--- src/hw/rtl/staff_line_run_score_macros.svh ---
// Assertion macros shared by the staff line run score RTL.
`ifndef STAFF_LINE_RUN_SCORE_MACROS_SVH
`define STAFF_LINE_RUN_SCORE_MACROS_SVH
`ifndef ASSERT_OFF
`define SLRS_ASSERT(lbl, ck, rn, prop, msg) \
    lbl: assert property (@(posedge ck) disable iff (!rn) (prop)) else $error(msg);
`define SLRS_ASSERT_IMPL(lbl, ck, rn, ante, cons, msg) \
    lbl: assert property (@(posedge ck) disable iff (!rn) (ante) |-> (cons)) else $error(msg);
`else
`define SLRS_ASSERT(lbl, ck, rn, prop, msg)
`define SLRS_ASSERT_IMPL(lbl, ck, rn, ante, cons, msg)
`endif
`endif

--- src/hw/rtl/slrs_pkg.sv ---
// Shared constants for the staff line run score block.
package slrs_pkg;

    localparam int SUM_W            = 25;
    localparam int CFG_W            = 12;
    localparam int CFG_IDX_W        = 1;
    localparam int MAX_LINE_LEN_DEF = 4096;

    localparam logic [SUM_W-1:0] SUM_CAP = 25'h100_0000;

    localparam logic [CFG_W-1:0] GAP_MIN_RST   = 12'd20;
    localparam logic [CFG_W-1:0] GAP_ABORT_RST = 12'd100;

    localparam logic [CFG_IDX_W-1:0] REG_GAP_MIN   = 1'b0;
    localparam logic [CFG_IDX_W-1:0] REG_GAP_ABORT = 1'b1;

endpackage

--- src/hw/rtl/slrs_if.sv ---
// Channel interfaces of the staff line run score block.
interface slrs_pix_if;
    logic valid;
    logic ready;
    logic pixel_mid;
    logic pixel_above;
    logic pixel_below;
    logic last_in_line;
    logic last_in_group;

    modport source (
        output valid, pixel_mid, pixel_above, pixel_below, last_in_line, last_in_group,
        input  ready
    );
    modport sink (
        input  valid, pixel_mid, pixel_above, pixel_below, last_in_line, last_in_group,
        output ready
    );
endinterface

interface slrs_res_if;
    logic                         valid;
    logic                         ready;
    logic [slrs_pkg::SUM_W-1:0]   best_on;
    logic [slrs_pkg::SUM_W-1:0]   best_off;

    modport source (
        output valid, best_on, best_off,
        input  ready
    );
    modport sink (
        input  valid, best_on, best_off,
        output ready
    );
endinterface

interface slrs_cfg_if;
    logic                             valid;
    logic                             ready;
    logic [slrs_pkg::CFG_IDX_W-1:0]   index;
    logic [slrs_pkg::CFG_W-1:0]       data;

    modport source (
        output valid, index, data,
        input  ready
    );
    modport sink (
        input  valid, index, data,
        output ready
    );
endinterface

--- src/hw/rtl/staff_line_run_score.sv ---
// Top level of the staff line run score block: run tracking, squaring and ratio compare.
//
//   Channel  Role     Carries
//   pix      sink     three pixel bits, last_in_line, last_in_group
//   res      source   best_on, best_off of a finished group
//   cfg      sink     index and data of a register write, always ready
//
// A pixel passes ST_TRANS and ST_INC, with ST_SQ_G to ST_AC_I between them when it closes a
// segment; a pixel of an aborted line is taken in ST_IDLE alone. A line end squares the
// trailing runs, then ST_FIX and ST_CMP_A to ST_CMP_C compare ratios; a group end adds ST_EMIT,
// which waits on res. Squaring and compare use the single shared 25x25 multiplier and its accumulator.
// No clearing pass follows reset; the block is ready on the first cycle.
// A result waiting in the output register holds up new pixels only when the next group end must emit.
`include "staff_line_run_score_macros.svh"

module staff_line_run_score #(
    parameter int MAX_LINE_LEN = slrs_pkg::MAX_LINE_LEN_DEF
) (
    input  logic            clk,
    input  logic            rst_n,
    slrs_pix_if.sink        pix,
    slrs_res_if.source      res,
    slrs_cfg_if.sink        cfg
);

    localparam int RUN_W  = $clog2(MAX_LINE_LEN + 1);
    localparam int CMP_W  = (RUN_W > slrs_pkg::CFG_W) ? RUN_W : slrs_pkg::CFG_W;
    localparam int SUM_W  = slrs_pkg::SUM_W;
    localparam int PROD_W = 2 * SUM_W;

    localparam logic [RUN_W-1:0] RUN_CAP   = RUN_W'(MAX_LINE_LEN);
    localparam logic [RUN_W:0]   RUN_CAP_X = (RUN_W + 1)'(MAX_LINE_LEN);
    localparam logic [RUN_W-1:0] RUN_ONE   = RUN_W'(1);

    typedef enum logic [12:0] {
        ST_IDLE  = 13'b0000000000001,
        ST_TRANS = 13'b0000000000010,
        ST_SQ_G  = 13'b0000000000100,
        ST_AC_G  = 13'b0000000001000,
        ST_SQ_I  = 13'b0000000010000,
        ST_AC_I  = 13'b0000000100000,
        ST_INC   = 13'b0000001000000,
        ST_LEND  = 13'b0000010000000,
        ST_FIX   = 13'b0000100000000,
        ST_CMP_A = 13'b0001000000000,
        ST_CMP_B = 13'b0010000000000,
        ST_CMP_C = 13'b0100000000000,
        ST_EMIT  = 13'b1000000000000
    } state_t;

    function automatic logic [RUN_W-1:0] run_add(
        input logic [RUN_W-1:0] a,
        input logic [RUN_W-1:0] b
    );
        logic [RUN_W:0] s;
        s = {1'b0, a} + {1'b0, b};
        return (s > RUN_CAP_X) ? RUN_CAP : s[RUN_W-1:0];
    endfunction

    state_t                      state_reg, state_next;
    logic [slrs_pkg::CFG_W-1:0]  gap_min_reg, gap_abort_reg;
    logic                        ink_flag_reg, ink_flag_next;
    logic [RUN_W-1:0]            ink_run_reg, ink_run_next;
    logic [RUN_W-1:0]            gap_run_reg, gap_run_next;
    logic [SUM_W-1:0]            ink_sum_reg, ink_sum_next;
    logic [SUM_W-1:0]            gap_sum_reg, gap_sum_next;
    logic                        line_aborted_reg, line_aborted_next;
    logic [SUM_W-1:0]            best_num_reg, best_num_next;
    logic [SUM_W-1:0]            best_den_reg, best_den_next;
    logic                        ending_reg, ending_next;
    logic                        bit_reg, bit_next;
    logic                        end_line_reg, end_line_next;
    logic                        end_group_reg, end_group_next;
    logic [PROD_W-1:0]           prod_reg;
    logic [PROD_W-1:0]           lhs_reg;
    logic                        out_valid_reg, out_valid_next;
    logic [SUM_W-1:0]            out_on_reg, out_on_next;
    logic [SUM_W-1:0]            out_off_reg, out_off_next;

    logic                        pix_take;
    logic [SUM_W-1:0]            mul_a, mul_b;
    logic [PROD_W-1:0]           mul_p;
    logic [SUM_W-1:0]            acc_in;
    logic [PROD_W:0]             acc_wide;
    logic [SUM_W-1:0]            acc_out;
    logic                        gap_gt_min;
    logic [RUN_W-1:0]            gap_new;
    logic                        out_free;

    assign pix.ready = (state_reg == ST_IDLE);
    assign pix_take  = pix.valid && pix.ready;
    assign cfg.ready = 1'b1;

    assign res.valid    = out_valid_reg;
    assign res.best_on  = out_on_reg;
    assign res.best_off = out_off_reg;
    assign out_free     = !out_valid_reg || res.ready;

    always_comb
    begin
        case (state_reg)
            ST_SQ_G:
            begin
                mul_a = SUM_W'(gap_run_reg);
                mul_b = SUM_W'(gap_run_reg);
            end
            ST_SQ_I:
            begin
                mul_a = SUM_W'(ink_run_reg);
                mul_b = SUM_W'(ink_run_reg);
            end
            ST_CMP_A:
            begin
                mul_a = ink_sum_reg;
                mul_b = best_den_reg;
            end
            ST_CMP_B:
            begin
                mul_a = best_num_reg;
                mul_b = gap_sum_reg;
            end
            default:
            begin
                mul_a = '0;
                mul_b = '0;
            end
        endcase
    end

    assign mul_p = PROD_W'(mul_a) * PROD_W'(mul_b);

    assign acc_in   = (state_reg == ST_AC_G) ? gap_sum_reg : ink_sum_reg;
    assign acc_wide = (PROD_W + 1)'(acc_in) + (PROD_W + 1)'(prod_reg);
    assign acc_out  = (acc_wide > (PROD_W + 1)'(slrs_pkg::SUM_CAP)) ?
                      slrs_pkg::SUM_CAP : acc_wide[SUM_W-1:0];

    assign gap_gt_min = CMP_W'(gap_run_reg) > CMP_W'(gap_min_reg);
    assign gap_new    = bit_reg ? gap_run_reg : run_add(gap_run_reg, RUN_ONE);

    always_comb
    begin
        state_next        = state_reg;
        ink_flag_next     = ink_flag_reg;
        ink_run_next      = ink_run_reg;
        gap_run_next      = gap_run_reg;
        ink_sum_next      = ink_sum_reg;
        gap_sum_next      = gap_sum_reg;
        line_aborted_next = line_aborted_reg;
        best_num_next     = best_num_reg;
        best_den_next     = best_den_reg;
        ending_next       = ending_reg;
        bit_next          = bit_reg;
        end_line_next     = end_line_reg;
        end_group_next    = end_group_reg;
        out_valid_next    = out_valid_reg && !res.ready;
        out_on_next       = out_on_reg;
        out_off_next      = out_off_reg;

        case (state_reg)
            ST_IDLE:
            begin
                if (pix_take)
                begin
                    bit_next       = pix.pixel_mid | pix.pixel_above | pix.pixel_below;
                    end_line_next  = pix.last_in_line;
                    end_group_next = pix.last_in_group;
                    if (!line_aborted_reg)
                        state_next = ST_TRANS;
                    else if (pix.last_in_line)
                        state_next = ST_LEND;
                    else if (pix.last_in_group)
                        state_next = ST_EMIT;
                end
            end
            ST_TRANS:
            begin
                state_next = ST_INC;
                if (bit_reg != ink_flag_reg)
                begin
                    if (!ink_flag_reg && gap_gt_min)
                    begin
                        ending_next = 1'b0;
                        state_next  = ST_SQ_G;
                    end
                    else
                    begin
                        if (!ink_flag_reg)
                        begin
                            ink_run_next = run_add(ink_run_reg, gap_run_reg);
                            gap_run_next = '0;
                        end
                        ink_flag_next = bit_reg;
                    end
                end
            end
            ST_SQ_G:
            begin
                state_next = ST_AC_G;
            end
            ST_AC_G:
            begin
                gap_sum_next = acc_out;
                state_next   = ST_SQ_I;
            end
            ST_SQ_I:
            begin
                state_next = ST_AC_I;
            end
            ST_AC_I:
            begin
                ink_sum_next = acc_out;
                if (ending_reg)
                    state_next = ST_FIX;
                else
                begin
                    ink_run_next  = '0;
                    gap_run_next  = '0;
                    ink_flag_next = bit_reg;
                    state_next    = ST_INC;
                end
            end
            ST_INC:
            begin
                if (bit_reg)
                    ink_run_next = run_add(ink_run_reg, RUN_ONE);
                gap_run_next = gap_new;
                if (CMP_W'(gap_new) > CMP_W'(gap_abort_reg))
                begin
                    line_aborted_next = 1'b1;
                    ink_run_next      = '0;
                    gap_run_next      = '0;
                    ink_sum_next      = '0;
                    gap_sum_next      = SUM_W'(1);
                end
                if (end_line_reg)
                    state_next = ST_LEND;
                else if (end_group_reg)
                    state_next = ST_EMIT;
                else
                    state_next = ST_IDLE;
            end
            ST_LEND:
            begin
                ending_next = 1'b1;
                if (gap_gt_min)
                    state_next = ST_SQ_G;
                else
                begin
                    ink_run_next = run_add(ink_run_reg, gap_run_reg);
                    state_next   = ST_SQ_I;
                end
            end
            ST_FIX:
            begin
                if (gap_sum_reg == '0)
                    gap_sum_next = SUM_W'(1);
                state_next = ST_CMP_A;
            end
            ST_CMP_A:
            begin
                state_next = ST_CMP_B;
            end
            ST_CMP_B:
            begin
                state_next = ST_CMP_C;
            end
            ST_CMP_C:
            begin
                if (lhs_reg > prod_reg)
                begin
                    best_num_next = ink_sum_reg;
                    best_den_next = gap_sum_reg;
                end
                ink_flag_next     = 1'b0;
                ink_run_next      = '0;
                gap_run_next      = '0;
                ink_sum_next      = '0;
                gap_sum_next      = '0;
                line_aborted_next = 1'b0;
                ending_next       = 1'b0;
                state_next        = end_group_reg ? ST_EMIT : ST_IDLE;
            end
            ST_EMIT:
            begin
                if (out_free)
                begin
                    out_valid_next = 1'b1;
                    out_on_next    = best_num_reg;
                    out_off_next   = best_den_reg;
                    best_num_next  = '0;
                    best_den_next  = SUM_W'(1);
                    state_next     = ST_IDLE;
                end
            end
            default:
            begin
                state_next = ST_IDLE;
            end
        endcase
    end

    always_ff @(posedge clk or negedge rst_n)
    begin
        if (!rst_n)
        begin
            state_reg        <= ST_IDLE;
            gap_min_reg      <= slrs_pkg::GAP_MIN_RST;
            gap_abort_reg    <= slrs_pkg::GAP_ABORT_RST;
            ink_flag_reg     <= 1'b0;
            ink_run_reg      <= '0;
            gap_run_reg      <= '0;
            ink_sum_reg      <= '0;
            gap_sum_reg      <= '0;
            line_aborted_reg <= 1'b0;
            best_num_reg     <= '0;
            best_den_reg     <= SUM_W'(1);
            ending_reg       <= 1'b0;
            out_valid_reg    <= 1'b0;
        end
        else
        begin
            state_reg        <= state_next;
            ink_flag_reg     <= ink_flag_next;
            ink_run_reg      <= ink_run_next;
            gap_run_reg      <= gap_run_next;
            ink_sum_reg      <= ink_sum_next;
            gap_sum_reg      <= gap_sum_next;
            line_aborted_reg <= line_aborted_next;
            best_num_reg     <= best_num_next;
            best_den_reg     <= best_den_next;
            ending_reg       <= ending_next;
            out_valid_reg    <= out_valid_next;
            if (cfg.valid && cfg.ready)
            begin
                case (cfg.index)
                    slrs_pkg::REG_GAP_MIN:   gap_min_reg   <= cfg.data;
                    slrs_pkg::REG_GAP_ABORT: gap_abort_reg <= cfg.data;
                    default:                 gap_min_reg   <= gap_min_reg;
                endcase
            end
        end
    end

    always_ff @(posedge clk)
    begin
        bit_reg       <= bit_next;
        end_line_reg  <= end_line_next;
        end_group_reg <= end_group_next;
        prod_reg      <= mul_p;
        if (state_reg == ST_CMP_B)
            lhs_reg <= prod_reg;
        out_on_reg    <= out_on_next;
        out_off_reg   <= out_off_next;
    end

    `SLRS_ASSERT(a_den_nonzero, clk, rst_n, best_den_reg != '0, "best denominator is zero")
    `SLRS_ASSERT(a_best_capped, clk, rst_n, (best_num_reg <= slrs_pkg::SUM_CAP) && (best_den_reg <= slrs_pkg::SUM_CAP), "best pair exceeds the sum cap")
    `SLRS_ASSERT(a_run_capped, clk, rst_n, (ink_run_reg <= RUN_CAP) && (gap_run_reg <= RUN_CAP), "run exceeds the line length cap")
    `SLRS_ASSERT_IMPL(a_abort_clear, clk, rst_n, line_aborted_reg, (ink_run_reg == '0) && (gap_run_reg == '0), "aborted line holds a nonzero run")

endmodule

--- src/flat_wrapper.sv ---
// flat-port wrapper written by rule: the top's interface ports become plain ports
module staff_line_run_score_flat 
#(
    parameter int MAX_LINE_LEN = slrs_pkg::MAX_LINE_LEN_DEF
)
  (clk, rst_n, pix_valid, pix_pixel_mid, pix_pixel_above, pix_pixel_below, pix_last_in_line, pix_last_in_group, pix_ready, res_valid, res_best_on, res_best_off, res_ready, cfg_valid, cfg_index, cfg_data, cfg_ready);
  slrs_pix_if pix_i ();
  slrs_res_if res_i ();
  slrs_cfg_if cfg_i ();
  input  logic clk;
  input  logic rst_n;
  input wire logic [$bits(pix_i.valid)-1:0] pix_valid;
  input wire logic [$bits(pix_i.pixel_mid)-1:0] pix_pixel_mid;
  input wire logic [$bits(pix_i.pixel_above)-1:0] pix_pixel_above;
  input wire logic [$bits(pix_i.pixel_below)-1:0] pix_pixel_below;
  input wire logic [$bits(pix_i.last_in_line)-1:0] pix_last_in_line;
  input wire logic [$bits(pix_i.last_in_group)-1:0] pix_last_in_group;
  output wire logic [$bits(pix_i.ready)-1:0] pix_ready;
  output wire logic [$bits(res_i.valid)-1:0] res_valid;
  output wire logic [$bits(res_i.best_on)-1:0] res_best_on;
  output wire logic [$bits(res_i.best_off)-1:0] res_best_off;
  input wire logic [$bits(res_i.ready)-1:0] res_ready;
  input wire logic [$bits(cfg_i.valid)-1:0] cfg_valid;
  input wire logic [$bits(cfg_i.index)-1:0] cfg_index;
  input wire logic [$bits(cfg_i.data)-1:0] cfg_data;
  output wire logic [$bits(cfg_i.ready)-1:0] cfg_ready;
  assign pix_i.valid = pix_valid;
  assign pix_i.pixel_mid = pix_pixel_mid;
  assign pix_i.pixel_above = pix_pixel_above;
  assign pix_i.pixel_below = pix_pixel_below;
  assign pix_i.last_in_line = pix_last_in_line;
  assign pix_i.last_in_group = pix_last_in_group;
  assign pix_ready = pix_i.ready;
  assign res_valid = res_i.valid;
  assign res_best_on = res_i.best_on;
  assign res_best_off = res_i.best_off;
  assign res_i.ready = res_ready;
  assign cfg_i.valid = cfg_valid;
  assign cfg_i.index = cfg_index;
  assign cfg_i.data = cfg_data;
  assign cfg_ready = cfg_i.ready;
  staff_line_run_score #(.MAX_LINE_LEN(MAX_LINE_LEN)) u_core (.clk(clk), .rst_n(rst_n), .pix(pix_i), .res(res_i), .cfg(cfg_i));
endmodule
--- config.mk ---
export PLATFORM = sky130hd
export DESIGN_NAME = staff_line_run_score_flat
export DESIGN_NICKNAME = d
export VERILOG_FILES = /design/src/hw/rtl/slrs_pkg.sv /design/src/hw/rtl/slrs_if.sv /design/src/hw/rtl/staff_line_run_score.sv /design/src/flat_wrapper.sv
export VERILOG_INCLUDE_DIRS = /design/src /design/src/hw/rtl
export SDC_FILE = /design/constraint.sdc
export NUM_CORES = 2
export LEC_CHECK = 0
export BUFFER_PORTS_ARGS = -buffer_cell sky130_fd_sc_hd__buf_2
export CAP_MARGIN = 10
export CORE_ASPECT_RATIO = 0.6
export CORE_UTILIZATION = 55
export DETAILED_ROUTE_END_ITERATION = 7
export HOLD_SLACK_MARGIN = 0.08
export PLACE_DENSITY_LB_ADDON = 0.2
export SYNTH_ARGS = -nofsm -noshare
export SYNTH_HDL_FRONTEND = slang
export SYNTH_SLANG_ARGS = --single-unit
--- constraint.sdc ---
create_clock -name clk -period 21.6 [get_ports clk]
set_input_delay 4.32 -clock clk [delete_from_list [all_inputs] [get_ports clk]]
set_output_delay 4.32 -clock clk [all_outputs]
set_load 0.05 [all_outputs]
# Yosys cells after proc, flatten, opt, wreduce, memory -nomap -nowiden
# Index checks and enable logic that the tools add are counted.
# Widths: inputs -> output; s select.
[totals]
register_bits = 320
inputBits = 23
out_inout_bits = 53
[classes]
addsub = 4
mul = 1
n_lt_le_gt_ge = 7
eq_ne = 27
muxes = 55
bitwise = 3
reduce_logical = 29
[ops]
columns = ["operator", "count"]
rows = [
  ["$pmux 25 s4", 3],
  ["$mux 13", 23],
  ["$mux 25", 9],
  ["$pmux 13 s13", 1],
  ["$pmux 25 s2", 2],
  ["$pmux 25 s3", 1],
  ["$pmux 13 s5", 1],
  ["$pmux 13 s4", 1],
  ["$add 25x50->51", 1],
  ["$gt 51x25->1 const B", 1],
  ["$gt 50x50->1", 1],
  ["$mul 25x25->50", 1],
  ["$gt 14x13->1 const B", 3],
  ["$add 13x1->14 const B", 2],
  ["$gt 13x12->1", 2],
  ["$logic_not 25->1", 1],
  ["$add 13x13->14", 1],
  ["$eq 13x1->1 const B", 1],
  ["$eq 13x10->1 const B", 1],
  ["$eq 13x11->1 const B", 1],
  ["$eq 13x12->1 const B", 1],
  ["$eq 13x13->1 const B", 1],
  ["$eq 13x2->1 const B", 1],
  ["$eq 13x3->1 const B", 1],
  ["31 further kinds", 65],
]

# Longest topological paths before layout
[logic_depth]
ltp_word = 7
depth_mapped = 37
ltp_nobuf = 33

# Worst setup path before layout
# Ideal clock, no wire load.
[synth_timing]
path_type = "reg-to-reg"
from = "register u_core.state_reg[11]"
to = "register u_core.prod_reg[46]"
arrival_time_ns = 9.064
required_ns = 21.528
setup_slack_ns = 12.464
path_stages_with_launch = 38
n_path_buf = 4
cell_sequence = "dfrtp_1 clkbuf_1 or3_1 nor3_1 nand2_1 or3_1 nor3b_1 buf_2 a22o_1 a221o_1 clkbuf_1 nand2_1 fa_1 inv_1 fa_1 inv_1 fa_1 inv_1 [2 not listed] fa_1 inv_1 fa_1 inv_1 fa_1 inv_1 ha_1 clkbuf_1 a2111oi_0 o21ai_0 a31oi_1 o41ai_4 a311oi_1 o31ai_1 a21oi_1 nor3_1 a311oi_1 xnor2_1"
[synth_between]
elab_chain_cells = 3
word_cells_on_any_way = 7
cone_classes = "1 x mul; 4 x eq/ne; 2 x mux"
[synth_rtl]
columns = ["element", "line_no", "source"]
rows = [
  ["from (decl)", "staff_line_run_score.sv:60", "state_t state_reg, state_next;"],
  ["from (signal assigned)", "staff_line_run_score.sv:322", "state_reg <= state_next;"],
  ["$eq 13x11->1 (tied with other cells)", "staff_line_run_score.sv:101", "case (state_reg)"],
  ["$pmux 25 s4", "staff_line_run_score.sv:101", ""],
  ["$mul 25x25->50 *", "staff_line_run_score.sv:130", "assign mul_p = PROD_W'(mul_a) * PROD_W'(mul_b);"],
  ["named net u_core.mul_p[46]", "staff_line_run_score.sv:82", "logic [PROD_W-1:0] mul_p;"],
  ["to (signal assigned)", "staff_line_run_score.sv:349", "prod_reg <= mul_p;"],
  ["to (decl)", "staff_line_run_score.sv:74", "logic [PROD_W-1:0] prod_reg;"],
]
# Mark *: on every way through the listed nets, which the timed path passes. The rest lies on a longest branch.
# A chain may end at the register's enable or synchronous reset.

# Worst setup path in the final report
[layout_timing]
from = "register u_core.state_reg[8]"
to = "register u_core.prod_reg[46]"
# The elaborated chain is that of the path after synthesis.

==> impl_metrics.yaml <==
drt:
  post-route-drc-count: 0
  dr.pass1.iters: 8
  routed_wl_mm: 132
  ant_nets: 0
  via_count: 31616
  wl_per_cell_um: 25.5
  via_per_inst: 6.12
  drtIter0Drc: 3935
sta:
  setup_viol: 0
  worstMarginPinSlew_ps: 1260
  fin_ws_ps: 10260
  finalHoldViolCount: 0
  fin_crit_sh_pct: 52.5
  slew_violations: 0
  rsz0062_at_grt: "no"
  worst_hold_slack_ps: 499
  max_freq_ghz: 0.0882
  period_minus_slack_ps: 11340
  finClkSkew_ps: 53.6
  fin_setup_tns_ps: 0
  worst_slew_margin_rel_pct: 15.8
global_routing:
  overflow: 0
  antenna_found_initial: 4
  grt_use_total_pct: 38.2
  grt_max_degree: 105
  first_global_vias: 29856
  grt_pass1_wl_mm: 197
die:
  dieHeight_um: 206
  num_rows: 74
  die_area_mm2: 0.0704
  coreArea_mm2: 0.0682
  ios: 76
  dieWidth_um: 342
  floorplan.initialDensity_pct: 55.8
setup_path:
  worst_setup_path_end_kind: "flip-flop"
  worstPathMaxFanout: 53
  arrival_ps: 11830
  crit_type: "reg -> reg"
  critPathBufInv: 9
  crit_slowest_cell: "a221o_1"
  critPathTopFamily: "adder cells"
  cp.required_ps: 22090
  critPathMaxStageDelay_ps: 1030
  critPathLaunchType: "flip-flop"
logic_synthesis:
  yosysTopAreaCell: "fa_1"
  yosys.area_share.simple_pct: 15.8
  synth_top_family_by_area: "adder cells"
  synth-edff-count: 103
  synth_area_mm2: 0.0381
  synthArstFlopShare_pct: 52.2
  synth_warnings: 0
  synthTopCellsByArea: "fa_1 28%, dfrtp_1 11%, ha_1 9.8%"
  yosys.area_share.xor_xnor_pct: 2.02
  ys_seq_area_share_pct: 21.7
  synthFlopType: "dfrtp_1"
  yosysTopAreaCellShare_pct: 27.7
  netlist_instances: 4220
  synth_compound_area_share_pct: 12.8
  muxShareOfSynthArea_pct: 0.713
  synth_fa_ha_area_share_pct: 37.6
  syn_nets: 5070
  ys_ff_latch: 320
  synth.distinct_cells: 95
  syn_avg_cell_area_um2: 9.03
clock_network:
  clockBufferDepth: 3
  cts_tree: "built"
  path_clk_slew_ps: 70
  clock_latency_ps: 600
  post_cts_buffers: 0
  hold_buffers: 0
  root_buffer: "clkbuf_16"
  htree_levels: 2
  numCtsBuffers: 36
  clock_sinks: 320
  ctsResizeCount: 0
placement:
  place_inst: 5104
  gp_congestion: 1.10
  io_buffers: 74
  dp_slack_ps: 10530
  dp_hpwl_mm: 104
final_layout:
  n_fill_cell: 6048
  nets: 5080
  regArea_mm2: 0.00828
  antennaDiodeCount: 0
  stdcell_count: 5170
  drive_gt1_share_pct: 7.37
  area_growth_pct: 7.12
  multiInputGateArea_mm2: 0.0264
run:
  cap_violations: 0
pwr:
  ir_worst_vdd_v: 0.0000541
  power.leakage_uw: 0.0187
  power_density_mw_per_mm2: 43.0
outcome:
  status: "finished, final reports clean"
worst_hold_path:
  hold_path_class: "reg -> reg"
synth_stat cells (48+ instances only):
cell      number
a21o_1        64
a21oi_1      105
a22o_1        48
buf_2         71
clkbuf_1     101
dfrtp_1      160
dfxtp_1       50
edfxtp_1     103
fa_1         528
ha_1         299
inv_1        731
nand2_1      718
nand4_1       51
nor2_1       327
o21ai_0      143
xnor2_1       63
through the flow:
stage          power (µW)  area [µm²]  utilization, %
3_3_place_gp         1070       39600            58.0
5_1_grt              1810       40800            59.8
4_1_cts              1750       40800            59.8
2_1_floorplan         942       38100               -
6_report             1750       40800            59.8
3_5_place_dp         1080       39600            58.0
per-layer routing:
layer | vias up | track usage (%) | wire (µm)
met5 | - | 0 | 66
met4 | 8 | 6.58 | 2500
met1 | 15586 | 59.0 | 58600
met3 | 185 | 19.4 | 23400
met2 | 2066 | 46.6 | 47300
li1 | 13771 | - | -
worst paths after layout:
path                            slack (ps)  cells past startpoint                   start                      to
worst max-delay path                 10260                     34     u_core.state_reg[8]     u_core.prod_reg[46]
worst min-delay path                   500                      0  u_core.best_den_reg[5]  u_core.res.best_off[5]
worst max register to register       10260                     34     u_core.state_reg[8]     u_core.prod_reg[46]
worst min register to register         500                      0  u_core.best_den_reg[5]  u_core.res.best_off[5]
max in group asynchronous            16300                      2                   rst_n  u_core.gap_sum_reg[23]
min in group asynchronous             3900                      1                   rst_n   u_core.gap_min_reg[9]
power breakdown:
| part | internal [µW] | total, µW | switching (µW) | leakage [µW] |
|---|---|---|---|---|
| sequential | 709 | 831 | 122 | 0.00335 |
| clock | 381 | 673 | 292 | 0.000614 |
| combinational | 82.7 | 250 | 167 | 0.0148 |
kinds of logic after synthesis:
family                     count (synthesis)
AOI/OAI and AO/OA                        665
xor gates and xnor gates                  88
adders and majority gates                827
buffers and inverters                    917
DFF                                      320
muxes                                     25
other                                      1
and+or+nand+nor                         1377
layout make-up:
type / instances / share of cell area [%]
Multi-Input combinational cell: 2983 / 64.6
Clock buffer: 48 / 2.54
Tap cell: 912 / 2.80
Sequential cell: 320 / 20.3
Timing Repair Buffer: 158 / 2.47
Clock inverter: 18 / 0.537
Inverter: 731 / 6.72
cell usage in the layout, fill, tap and decap left out, types with 30 or more instances in the layout:
cell	n
nor3_1	38
ha_1	299
nor2_1	327
nand4_1	51
nand3_1	46
buf_2	73
edfxtp_1	103
dfxtp_1	50
a21o_1	63
buf_4	84
dfrtp_1	160
o31ai_1	44
o21ai_0	143
xnor2_1	63
clkbuf_16	38
a22o_1	48
fa_1	528
nand2_1	717
a21oi_1	105
and2_1	30
inv_1	730
worst register-to-register path: cells and delay by family (launching register included):
family / cells / cell delay, ps
fa+ha+maj: 8 / 3990
compound gates: 9 / 3600
simple gates: 7 / 1650
buf+inv: 9 / 1400
flops: 1 / 460
xor+xnor: 1 / 180
(Power assumes the default switching activity.)
